File: config.mk
export PLATFORM = sky130hd
export DESIGN_NAME = alarm_chime_beep_controller_core
export DESIGN_NICKNAME = d
export VERILOG_FILES = /design/src/sv/acbc_pkg.sv /design/src/sv/alarm_chime_beep_controller_core.sv
export SDC_FILE = /design/constraint.sdc
export NUM_CORES = 1
export LEC_CHECK = 0
export BUFFER_PORTS_ARGS = -buffer_cell sky130_fd_sc_hd__buf_2
export CORE_MARGIN = 5
export CORE_UTILIZATION = 64
export CTS_BUF_LIST = sky130_fd_sc_hd__clkbuf_8 sky130_fd_sc_hd__clkbuf_16
export DETAILED_ROUTE_END_ITERATION = 6
export GPL_TIMING_DRIVEN = 0
export HOLD_SLACK_MARGIN = 0.06
export PLACE_DENSITY = 0.85
export SLEW_MARGIN = 15
export SYNTH_ARGS = -nofsm -noshare
export SYNTH_HDL_FRONTEND = slang
export SYNTH_SLANG_ARGS = --single-unit
export TNS_END_PERCENT = 5
File: constraint.sdc
create_clock -name clk -period 6.3 [get_ports clk]
set_input_delay 0.63 -clock clk [delete_from_list [all_inputs] [get_ports clk]]
set_output_delay 0.63 -clock clk [all_outputs]
set_load 0.1 [all_outputs]
File: src/sv/acbc_pkg.sv
package acbc_pkg;

	localparam int BEEP_ON_TICKS_DEF   = 50;
	localparam int BEEP_OFF_TICKS_DEF  = 50;
	localparam int REST_TICKS_DEF      = 500;
	localparam int BEEPS_PER_ROUND_DEF = 4;

	localparam int HOUR_W   = 5;
	localparam int MINUTE_W = 6;
	localparam int TICK_W   = 10;
	localparam int BEEP_W   = 3;
	localparam int CFG_IDX_W  = 3;
	localparam int CFG_DATA_W = 6;

	localparam logic [HOUR_W-1:0] NONE_HOUR = 5'd31;
	localparam logic [TICK_W-1:0] TICK_MAX  = 10'd1023;

	localparam logic OP_TICK   = 1'b0;
	localparam logic OP_UPDATE = 1'b1;

	localparam logic [CFG_IDX_W-1:0] REG_WAKE_HOUR    = 3'd0;
	localparam logic [CFG_IDX_W-1:0] REG_ALARM_MINUTE = 3'd1;
	localparam logic [CFG_IDX_W-1:0] REG_ALARM_ENABLE = 3'd2;
	localparam logic [CFG_IDX_W-1:0] REG_CHIME_ENABLE = 3'd3;
	localparam logic [CFG_IDX_W-1:0] REG_CHIME_FIRST  = 3'd4;
	localparam logic [CFG_IDX_W-1:0] REG_CHIME_LAST   = 3'd5;

	localparam logic [HOUR_W-1:0] CHIME_FIRST_RST = 5'd8;
	localparam logic [HOUR_W-1:0] CHIME_LAST_RST  = 5'd20;

endpackage

File: src/sv/alarm_chime_beep_controller_core.sv
// alarm clock controller: hourly chime and alarm beep cadence
// input channel (in_valid/in_ready): opcode 1 is a time update carrying
//   hour_now and minute_now, opcode 0 is a one millisecond tick
// output channel (out_valid/out_ready): one result per request with
//   buzzer_on, alarm_active and chime_pulse as they stand after that request
// configuration: cfg_write with cfg_index and cfg_data; the user must write it
//   only while no request is in flight, as the block itself does not enforce it
// a request is registered in the input stage on acceptance and its result is
//   registered in the result register when that stage advances to the output
// throughput is one request per cycle unless the receiver stalls; the state update is a
//   single pass of compare and increment logic between the input and result registers
// when the receiver stalls, the held result blocks the input stage, which
//   still takes one more request; in_ready drops once both stages are full
// reset clears the alarm and cadence state, sets the chime window to 8..20,
//   marks no hour as chimed and empties both stages
module alarm_chime_beep_controller_core
	import acbc_pkg::*;
#(
	parameter int BEEP_ON_TICKS   = BEEP_ON_TICKS_DEF,
	parameter int BEEP_OFF_TICKS  = BEEP_OFF_TICKS_DEF,
	parameter int REST_TICKS      = REST_TICKS_DEF,
	parameter int BEEPS_PER_ROUND = BEEPS_PER_ROUND_DEF
) (
	input  logic                  clk,
	input  logic                  arst_n,

	input  logic                  cfg_write,
	input  logic [CFG_IDX_W-1:0]  cfg_index,
	input  logic [CFG_DATA_W-1:0] cfg_data,

	input  logic                  in_valid,
	output logic                  in_ready,
	input  logic                  opcode,
	input  logic [HOUR_W-1:0]     hour_now,
	input  logic [MINUTE_W-1:0]   minute_now,

	output logic                  out_valid,
	input  logic                  out_ready,
	output logic                  buzzer_on,
	output logic                  alarm_active,
	output logic                  chime_pulse
);

	localparam logic [TICK_W-1:0] ON_LIM   = TICK_W'(BEEP_ON_TICKS);
	localparam logic [TICK_W-1:0] OFF_LIM  = TICK_W'(BEEP_OFF_TICKS);
	localparam logic [TICK_W-1:0] REST_LIM = TICK_W'(REST_TICKS);
	localparam logic [BEEP_W-1:0] BEEPS    = BEEP_W'(BEEPS_PER_ROUND);

	logic [HOUR_W-1:0]   wake_hour_q;
	logic [MINUTE_W-1:0] alarm_minute_q;
	logic                alarm_enable_q;
	logic                chime_enable_q;
	logic [HOUR_W-1:0]   chime_first_q;
	logic [HOUR_W-1:0]   chime_last_q;

	logic [HOUR_W-1:0]   last_chimed_q;
	logic                running_q;
	logic                fired_q;
	logic [TICK_W-1:0]   ticks_q;
	logic [BEEP_W-1:0]   beeps_q;
	logic                buzzer_q;

	logic                valid_s1;
	logic                opcode_s1;
	logic [HOUR_W-1:0]   hour_s1;
	logic [MINUTE_W-1:0] minute_s1;

	logic                out_valid_q;
	logic                advance;
	logic                fire;

	logic [HOUR_W-1:0]   last_chimed_d;
	logic                running_d;
	logic                fired_d;
	logic [TICK_W-1:0]   ticks_d;
	logic [BEEP_W-1:0]   beeps_d;
	logic                buzzer_d;
	logic                pulse_d;
	logic                match;
	logic                in_window;
	logic [TICK_W-1:0]   ticks_inc;

	assign advance   = !out_valid_q || out_ready;
	assign fire      = valid_s1 && advance;
	assign in_ready  = !valid_s1 || advance;
	assign out_valid = out_valid_q;

	// configuration registers
	always_ff @(posedge clk or negedge arst_n) begin
		if (!arst_n) begin
			wake_hour_q    <= '0;
			alarm_minute_q <= '0;
			alarm_enable_q <= 1'b0;
			chime_enable_q <= 1'b0;
			chime_first_q  <= CHIME_FIRST_RST;
			chime_last_q   <= CHIME_LAST_RST;
		end else if (cfg_write) begin
			unique case (cfg_index)
				REG_WAKE_HOUR:    wake_hour_q    <= cfg_data[HOUR_W-1:0];
				REG_ALARM_MINUTE: alarm_minute_q <= cfg_data[MINUTE_W-1:0];
				REG_ALARM_ENABLE: alarm_enable_q <= cfg_data[0];
				REG_CHIME_ENABLE: chime_enable_q <= cfg_data[0];
				REG_CHIME_FIRST:  chime_first_q  <= cfg_data[HOUR_W-1:0];
				REG_CHIME_LAST:   chime_last_q   <= cfg_data[HOUR_W-1:0];
				default: ;
			endcase
		end
	end

	// input stage
	always_ff @(posedge clk or negedge arst_n) begin
		if (!arst_n) begin
			valid_s1 <= 1'b0;
		end else if (in_ready) begin
			valid_s1 <= in_valid;
		end
	end

	always_ff @(posedge clk) begin
		if (in_valid && in_ready) begin
			opcode_s1 <= opcode;
			hour_s1   <= hour_now;
			minute_s1 <= minute_now;
		end
	end

	always_comb begin
		last_chimed_d = last_chimed_q;
		running_d     = running_q;
		fired_d       = fired_q;
		ticks_d       = ticks_q;
		beeps_d       = beeps_q;
		buzzer_d      = buzzer_q;
		pulse_d       = 1'b0;
		match         = (wake_hour_q == hour_s1) && (alarm_minute_q == minute_s1);
		ticks_inc     = (ticks_q != TICK_MAX) ? ticks_q + 1'b1 : ticks_q;

		if (chime_first_q <= chime_last_q) begin
			in_window = (hour_s1 >= chime_first_q) && (hour_s1 <= chime_last_q);
		end else begin
			in_window = (hour_s1 >= chime_first_q) || (hour_s1 <= chime_last_q);
		end

		if (opcode_s1 == OP_UPDATE) begin
			// hourly chime, skipped when the alarm owns this hour:00
			if (chime_enable_q && minute_s1 == '0 && hour_s1 != last_chimed_q &&
			    (!alarm_enable_q || alarm_minute_q != '0 || wake_hour_q != hour_s1)) begin
				pulse_d       = in_window;
				last_chimed_d = hour_s1;
			end
			if (match && !fired_q && alarm_enable_q) begin
				running_d = 1'b1;
				fired_d   = 1'b1;
				ticks_d   = '0;
				beeps_d   = '0;
			end
			if (!match) begin
				if (running_q) begin
					running_d = 1'b0;
					buzzer_d  = 1'b0;
				end
				fired_d = 1'b0;
			end
		end else if (running_q) begin
			ticks_d = ticks_inc;
			priority if (buzzer_q) begin
				if (ticks_inc > ON_LIM) begin
					buzzer_d = 1'b0;
					beeps_d  = beeps_q + 1'b1;
					ticks_d  = '0;
				end
			end else if (beeps_q < BEEPS) begin
				if (ticks_inc > OFF_LIM) begin
					buzzer_d = 1'b1;
					ticks_d  = '0;
				end
			end else begin
				if (ticks_inc > REST_LIM) begin
					buzzer_d = 1'b1;
					ticks_d  = '0;
					beeps_d  = '0;
				end
			end
		end
	end

	// controller state
	always_ff @(posedge clk or negedge arst_n) begin
		if (!arst_n) begin
			last_chimed_q <= NONE_HOUR;
			running_q     <= 1'b0;
			fired_q       <= 1'b0;
			ticks_q       <= '0;
			beeps_q       <= '0;
			buzzer_q      <= 1'b0;
		end else if (fire) begin
			last_chimed_q <= last_chimed_d;
			running_q     <= running_d;
			fired_q       <= fired_d;
			ticks_q       <= ticks_d;
			beeps_q       <= beeps_d;
			buzzer_q      <= buzzer_d;
		end
	end

	// result register
	always_ff @(posedge clk or negedge arst_n) begin
		if (!arst_n) begin
			out_valid_q <= 1'b0;
		end else if (advance) begin
			out_valid_q <= valid_s1;
		end
	end

	always_ff @(posedge clk) begin
		if (fire) begin
			buzzer_on    <= buzzer_d;
			alarm_active <= running_d;
			chime_pulse  <= pulse_d;
		end
	end

endmodule

== Yosys cells after proc, flatten, opt, wreduce, memory -nomap -nowiden ==
Index checks and enable logic that the tools add are counted.

* $add $sub $neg: 2
* $lt $le $gt $ge: 6
* Eq/ne operators: 14
* Mux-type cells: 31
* Reductions and logical operators: 34

{| class="wikitable"
|+ Operators with widths
! kind !! count
|-
| 10-bit 2-to-1 mux || 8
|-
| 3-bit 2-to-1 mux || 7
|-
| 1-bit 2-to-1 mux || 16
|-
| 2-bit AND reduction || 7
|-
| 10-bit by 1-bit adder with 10-bit output, second input constant || 1
|-
| 10-bit by 6-bit > comparator with 1-bit output, second input constant || 1
|-
| 10-bit by 9-bit > comparator with 1-bit output, second input constant || 1
|-
| 5-bit <= comparator || 2
|-
| 10-bit inequality test, second input constant || 1
|-
| 5-bit inequality test || 2
|-
| 1-bit logical AND || 9
|-
| 3-bit AND reduction || 3
|-
| 3-bit by 2-bit equality test with 1-bit output, second input constant || 2
|-
| 3-bit equality test, second input constant || 2
|-
| 6-bit equality test || 1
|-
| 6-bit zero test || 1
|-
| 6-bit AND reduction || 1
|-
| 6-bit nonzero test || 1
|-
| 5-bit equality test || 1
|-
| 5-bit >= comparator || 1
|-
| 1-bit logical OR || 5
|-
| 1-bit zero test || 4
|-
| 2-bit by 1-bit inequality test with 1-bit output, second input constant || 2
|-
| 3-bit by 1-bit adder with 3-bit output, second input constant || 1
|-
| 7 further kinds || 7
|}

* Bits in registers: 61
* Bits of input ports: 26
* Output and inout bits: 5
* Word-level logic and storage cells: 107

== Depth between registers and ports, before layout ==
* Depth in word-level cells: 8
* Mapped depth: 10
* Mapped depth without buffers: 9

== Least setup slack after synthesis ==
OpenSTA, ideal clock, no wires.

* Path kind: register to register
* Start: register out_valid_q (netlist: out_valid)
* End: register hour_s1[0], enable pin
* Library setup time: 0.301 ns
* Arrival time: 2.564 ns
* Data required time: 5.999 ns
* Path slack: 3.434 ns
* Cell stages (with the launch flop): 3
* Path buffers: 0
* Period minus slack after synthesis: 2.866 ns
* Cell sequence: dfrtp_1 nand3b_1 and2_1

* Longest elaborated chain between the ends: 4

{| class="wikitable"
|+ Ends and longest elaborated chain
! item !! line !! RTL
|-
| from (decl) || alarm_chime_beep_controller_core.sv:68 || <nowiki>logic out_valid_q;</nowiki>
|-
| from (signal assigned) || alarm_chime_beep_controller_core.sv:211 || <nowiki>out_valid_q <= valid_s1;</nowiki>
|-
| 1-bit zero test || alarm_chime_beep_controller_core.sv:83 || <nowiki>assign advance = !out_valid_q || out_ready;</nowiki>
|-
| 1-bit logical OR || alarm_chime_beep_controller_core.sv:83 ||
|-
| 1-bit logical OR || alarm_chime_beep_controller_core.sv:85 || <nowiki>assign in_ready = !valid_s1 || advance;</nowiki>
|-
| net in_ready || alarm_chime_beep_controller_core.sv:32 || <nowiki>output logic in_ready,</nowiki>
|-
| 1-bit logical AND || alarm_chime_beep_controller_core.sv:120 || <nowiki>if (in_valid && in_ready) begin</nowiki>
|-
| to (signal assigned) || alarm_chime_beep_controller_core.sv:122 || <nowiki>hour_s1 <= hour_now;</nowiki>
|-
| to (decl) || alarm_chime_beep_controller_core.sv:65 || <nowiki>logic [HOUR_W-1:0] hour_s1;</nowiki>
|}

The timed path passes the listed nets, and every way through them passes these cells.
A chain may end at the register's enable or synchronous reset.

== Final worst setup path ==
* Start: register ticks_q[1]
* End: register ticks_q[6]

* Longest elaborated chain between the ends: 8
* Elaborated cells on any way between the ends: 11
* Those cells by class: add/sub: 1; order compare: 2; eq/ne: 1; mux: 7

{| class="wikitable"
|+ Ends and longest elaborated chain
! item !! line !! RTL
|-
| from (decl) || alarm_chime_beep_controller_core.sv:59 || <nowiki>logic [TICK_W-1:0] ticks_q;</nowiki>
|-
| from (signal assigned) || alarm_chime_beep_controller_core.sv:200 || <nowiki>ticks_q <= ticks_d;</nowiki>
|-
| 10-bit by 1-bit adder with 10-bit output or 10-bit inequality test (tied branches) || alarm_chime_beep_controller_core.sv:136 || <nowiki>ticks_inc = (ticks_q != TICK_MAX) ? ticks_q + 1'b1 : ticks_q;</nowiki>
|-
| 10-bit 2-to-1 mux (*) || alarm_chime_beep_controller_core.sv:136 ||
|-
| 10-bit by 9-bit > comparator with 1-bit output or 10-bit by 6-bit > comparator with 1-bit output (tied branches) || alarm_chime_beep_controller_core.sv:178, alarm_chime_beep_controller_core.sv:167, alarm_chime_beep_controller_core.sv:173 ||
|-
| 10-bit 2-to-1 mux (on tied branches) || alarm_chime_beep_controller_core.sv:178, alarm_chime_beep_controller_core.sv:167, alarm_chime_beep_controller_core.sv:173 ||
|-
| 10-bit 2-to-1 mux || alarm_chime_beep_controller_core.sv:172 || <nowiki>end else if (beeps_q < BEEPS) begin</nowiki>
|-
| 10-bit 2-to-1 mux (*) || alarm_chime_beep_controller_core.sv:166 || <nowiki>priority if (buzzer_q) begin</nowiki>
|-
| 10-bit 2-to-1 mux (*) || alarm_chime_beep_controller_core.sv:164 || <nowiki>end else if (running_q) begin</nowiki>
|-
| 10-bit 2-to-1 mux (*) || alarm_chime_beep_controller_core.sv:144 || <nowiki>if (opcode_s1 == OP_UPDATE) begin</nowiki>
|}

Every way passes the cells marked *; elsewhere a longest branch is shown, timed or not. The select of a mux whose other input is x is not followed.

==> metrics.cfg <==
[logic_synthesis]
synth_most_common_cell=dfrtp_1
syn_nets=383
syn_inst=340
synth-main-ff-cell=dfrtp_1
synth-seq-cells=61
ys_seq_area_share_pct=45.5
async_flop_share_pct=75.4
synth_commonest_cells=dfrtp_1 (38), nand2_1 (31), nor2_1 (26)
synth.largest_area_cell=dfrtp_1
avgSynthCellArea_um2=10.4
ys_warn_count=0
synth_cell_types=63
synth_top_area_share_pct=26.9
synth_edf_count=15
synthTopCellsByArea=dfrtp_1 (27%), edfxtp_1 (13%), mux2_2 (7.3%), ha_1 (6.0%), dfstp_2 (5.9%)
netlist_area_um2=3540

[critical_path]
max_stage_delay_ns=0.56
cp_common_cell=nand3_1
crit_path_start_kind=flop
path_class=flop to flop
cp_data_arrival_time_ns=3.43
critPathMaxFanout=10
slowest_stage=o311ai_1
path_cells=ha_1 -> buf_4 -> nand3_1 -> nor2_1 -> a31oi_1 -> o311ai_1 -> a2bb2oi_2 -> buf_6 -> nand3_1 -> a21oi_1
cp-end-kind=flop
required_ns=6.57

[floorplanning]
dieHeight_um=84.4
io_pins=31
dieArea_um2=7120
die_x_um=84.4
initial_core_util_pct=65.1
fp-row-count=27
core_um2=5440

[clock_tree]
cts_buffers=9
cts_tree=yes
post-cts-setup-buffer-count=0
clk_pin_slew_ns=0.07
cts_hold_buf=0
root_buffer=clkbuf_8
worstSkewPairLatency_ns=0.35
h-tree-depth=3
cts.sinks=61
ctsLongestPathBuffers=2
cts_resized=0

[pwr]
p_seq_share_pct=40.9
p_sw_share_pct=31.6
internal-power_w=0.000874
leakage_nw=1.73
combPwrFrac_pct=26.6
ir_worst_vdd_uv=208
net-switching-power_w=0.000403
clkPwrFrac_pct=32.4
power.total_w=0.00128
power.density_nw_per_um2=318

[detailed_routing]
post-route-drc-count=0
dr.pass1.iters=5
wl_per_cell_um=17.7
vias=2890
drt_iter0_markers=283
ant_nets=0
wirelength_um=8080
vias_per_cell=6.31

[placed_design]
gp_congestion=0.968
portBuffers=30
dpl.hpwl_um=5630

[worst_hold_path]
hp-class=primary input to async pin

[sta]
max_clock_freq_ghz=0.316
worst_slew_pin_slew_ns=0.881
hold_ws_ns=0.279
rsz0062_at_grt=no
slew_headroom_pct=40.8
fin_setup_tns_ns=0
final.setup_skew_ns=0.0119
hold_viol=0
period_needed_ns=3.16
setup_viol=0
period_share_pct=50.2
final_max_slew_viol_count=0

[global_routing]
grt_overflow=0
antenna_found_initial=0
grt_pass1_vias=2998
grtUsageTotal_pct=24.7
grt_max_degree=47
grt_pass1_wl_um=13900

[final_layout]
layout-drive-gt1-share_pct=25.1
antenna_cells=0
fin_nets=424
utilization_pct=73.8
area_growth_pct=13.4

[outcome]
status=finished, final reports clean

[run]
maxCapViolCount=0

-- flip-flops by register name (all words and copies together) (netlist names), 5 cells and up --
register        cells
alarm_minute_q      6
chime_first_q       5
chime_last_q        5
hour_s1             5
last_chimed_q       5
minute_s1           6
ticks_q            10
wake_hour_q         5
-- cell families after synthesis --
| kind of cell | share of synthesized area (%) |
|---|---|
| flops | 45.5 |
| xor+xnor | 4.21 |
| buf+inv | 4.88 |
| simple gates | 16.8 |
| mux | 7.32 |
| compound gates | 15.0 |
| fa+ha+maj | 6.29 |
-- cells in the final DEF (no fill, tap or decap), drive strengths merged, types with 2 or more instances in the layout --
| cell type | synthesis | layout |
|---|---|---|
| dfrtp | 38 | 38 |
| buf | 8 | 38 |
| nand2 | 31 | 31 |
| nor2 | 26 | 26 |
| mux2 | 23 | 23 |
| inv | 21 | 22 |
| ha | 17 | 17 |
| edfxtp | 15 | 15 |
| o21ai | 14 | 14 |
| nand3 | 13 | 13 |
| a31oi | 13 | 13 |
| xor2 | 12 | 12 |
| clkbuf | 3 | 12 |
| dfstp | 8 | 8 |
| o211ai | 8 | 8 |
| a21oi | 7 | 7 |
| nand4 | 7 | 7 |
| nor3 | 7 | 7 |
| xnor2 | 5 | 5 |
| o21a | 5 | 5 |
| and2 | 5 | 5 |
| nand2b | 4 | 4 |
| nor2b | 4 | 4 |
| and4 | 3 | 3 |
| nor4 | 3 | 3 |
| nor4b | 3 | 3 |
| a21o | 3 | 3 |
| bufinv | 0 | 3 |
| o22a | 3 | 3 |
| clkinv | 0 | 3 |
| o311ai | 3 | 3 |
| o22ai | 2 | 2 |
| and3 | 2 | 2 |
| a31o | 2 | 2 |
| o2111ai | 2 | 2 |
| or2b | 2 | 2 |
-- power by group through the flow --
stage / combinational (W) / sequential (W) / clock, W
after global routing: 0.000377 / 0.000530 / 0.000436
after CTS: 0.000337 / 0.000522 / 0.000415
final: 0.000340 / 0.000523 / 0.000414
after floorplan: 0.000240 / 0.000529 / 0
after detailed placement: 0.000331 / 0.000528 / 0
after global placement: 0.000316 / 0.000524 / 0
-- worst paths after layout --
path	from	endpoint	slack, ns	depth (start not counted)
max	ticks_q[1]	ticks_q[6]	3.14	10
min	arst_n	chime_first_q[1]	0.28	1
max reg2reg	ticks_q[1]	ticks_q[6]	3.14	10
min reg2reg	valid_s1	out_valid	0.50	1
max in group asynchronous	arst_n	alarm_minute_q[5]	5.61	1
min in group clk	minute_now[2]	minute_s1[2]	0.46	1
-- layout make-up --
cell class	instances	area, µm²
multi-input cells	247	1750
flip-flops and latches	61	1610
fillers	369	1430
repair buffers	30	153
clock buffers	9	124
clock inverters	7	106
plain buffers	11	93.8
well taps	72	90.1
inverters	21	78.8
-- critical path: cells and delay by family (launching register included) --
family	cells	cell delay, ns
buffers and inverters	2	0.40
DFF	1	0.51
and+or+nand+nor	3	0.62
adders and majority gates	1	0.30
AOI/OAI and AO/OA	4	1.25
-- metal layers --
metal / wire length (µm) / part of all wire [%] / vias to the layer above / global-route usage [%]
met4: 308 / 3.8 / 0 / 14.7
met3: 467 / 5.8 / 34 / 5.00
met1: 3290 / 41 / 1400 / 29.7
met2: 4010 / 50 / 130 / 41.0
met5: 0 / 0 / - / 0
li1: - / - / 1326 / -
-- metrics by stage --
| stage | cells | cell area [µm²] | worst slack (ns) |
|---|---|---|---|
| 3_3_place_gp | 442 | 3780 | 3.29 |
| 6_report | 458 | 4010 | 3.14 |
| 4_1_cts | 458 | 4010 | 3.24 |
| 3_5_place_dp | 442 | 3780 | 3.28 |
| 2_1_floorplan | 340 | 3540 | 3.43 |
| 5_1_grt | 458 | 4010 | 2.94 |
(Power assumes the default switching activity.)
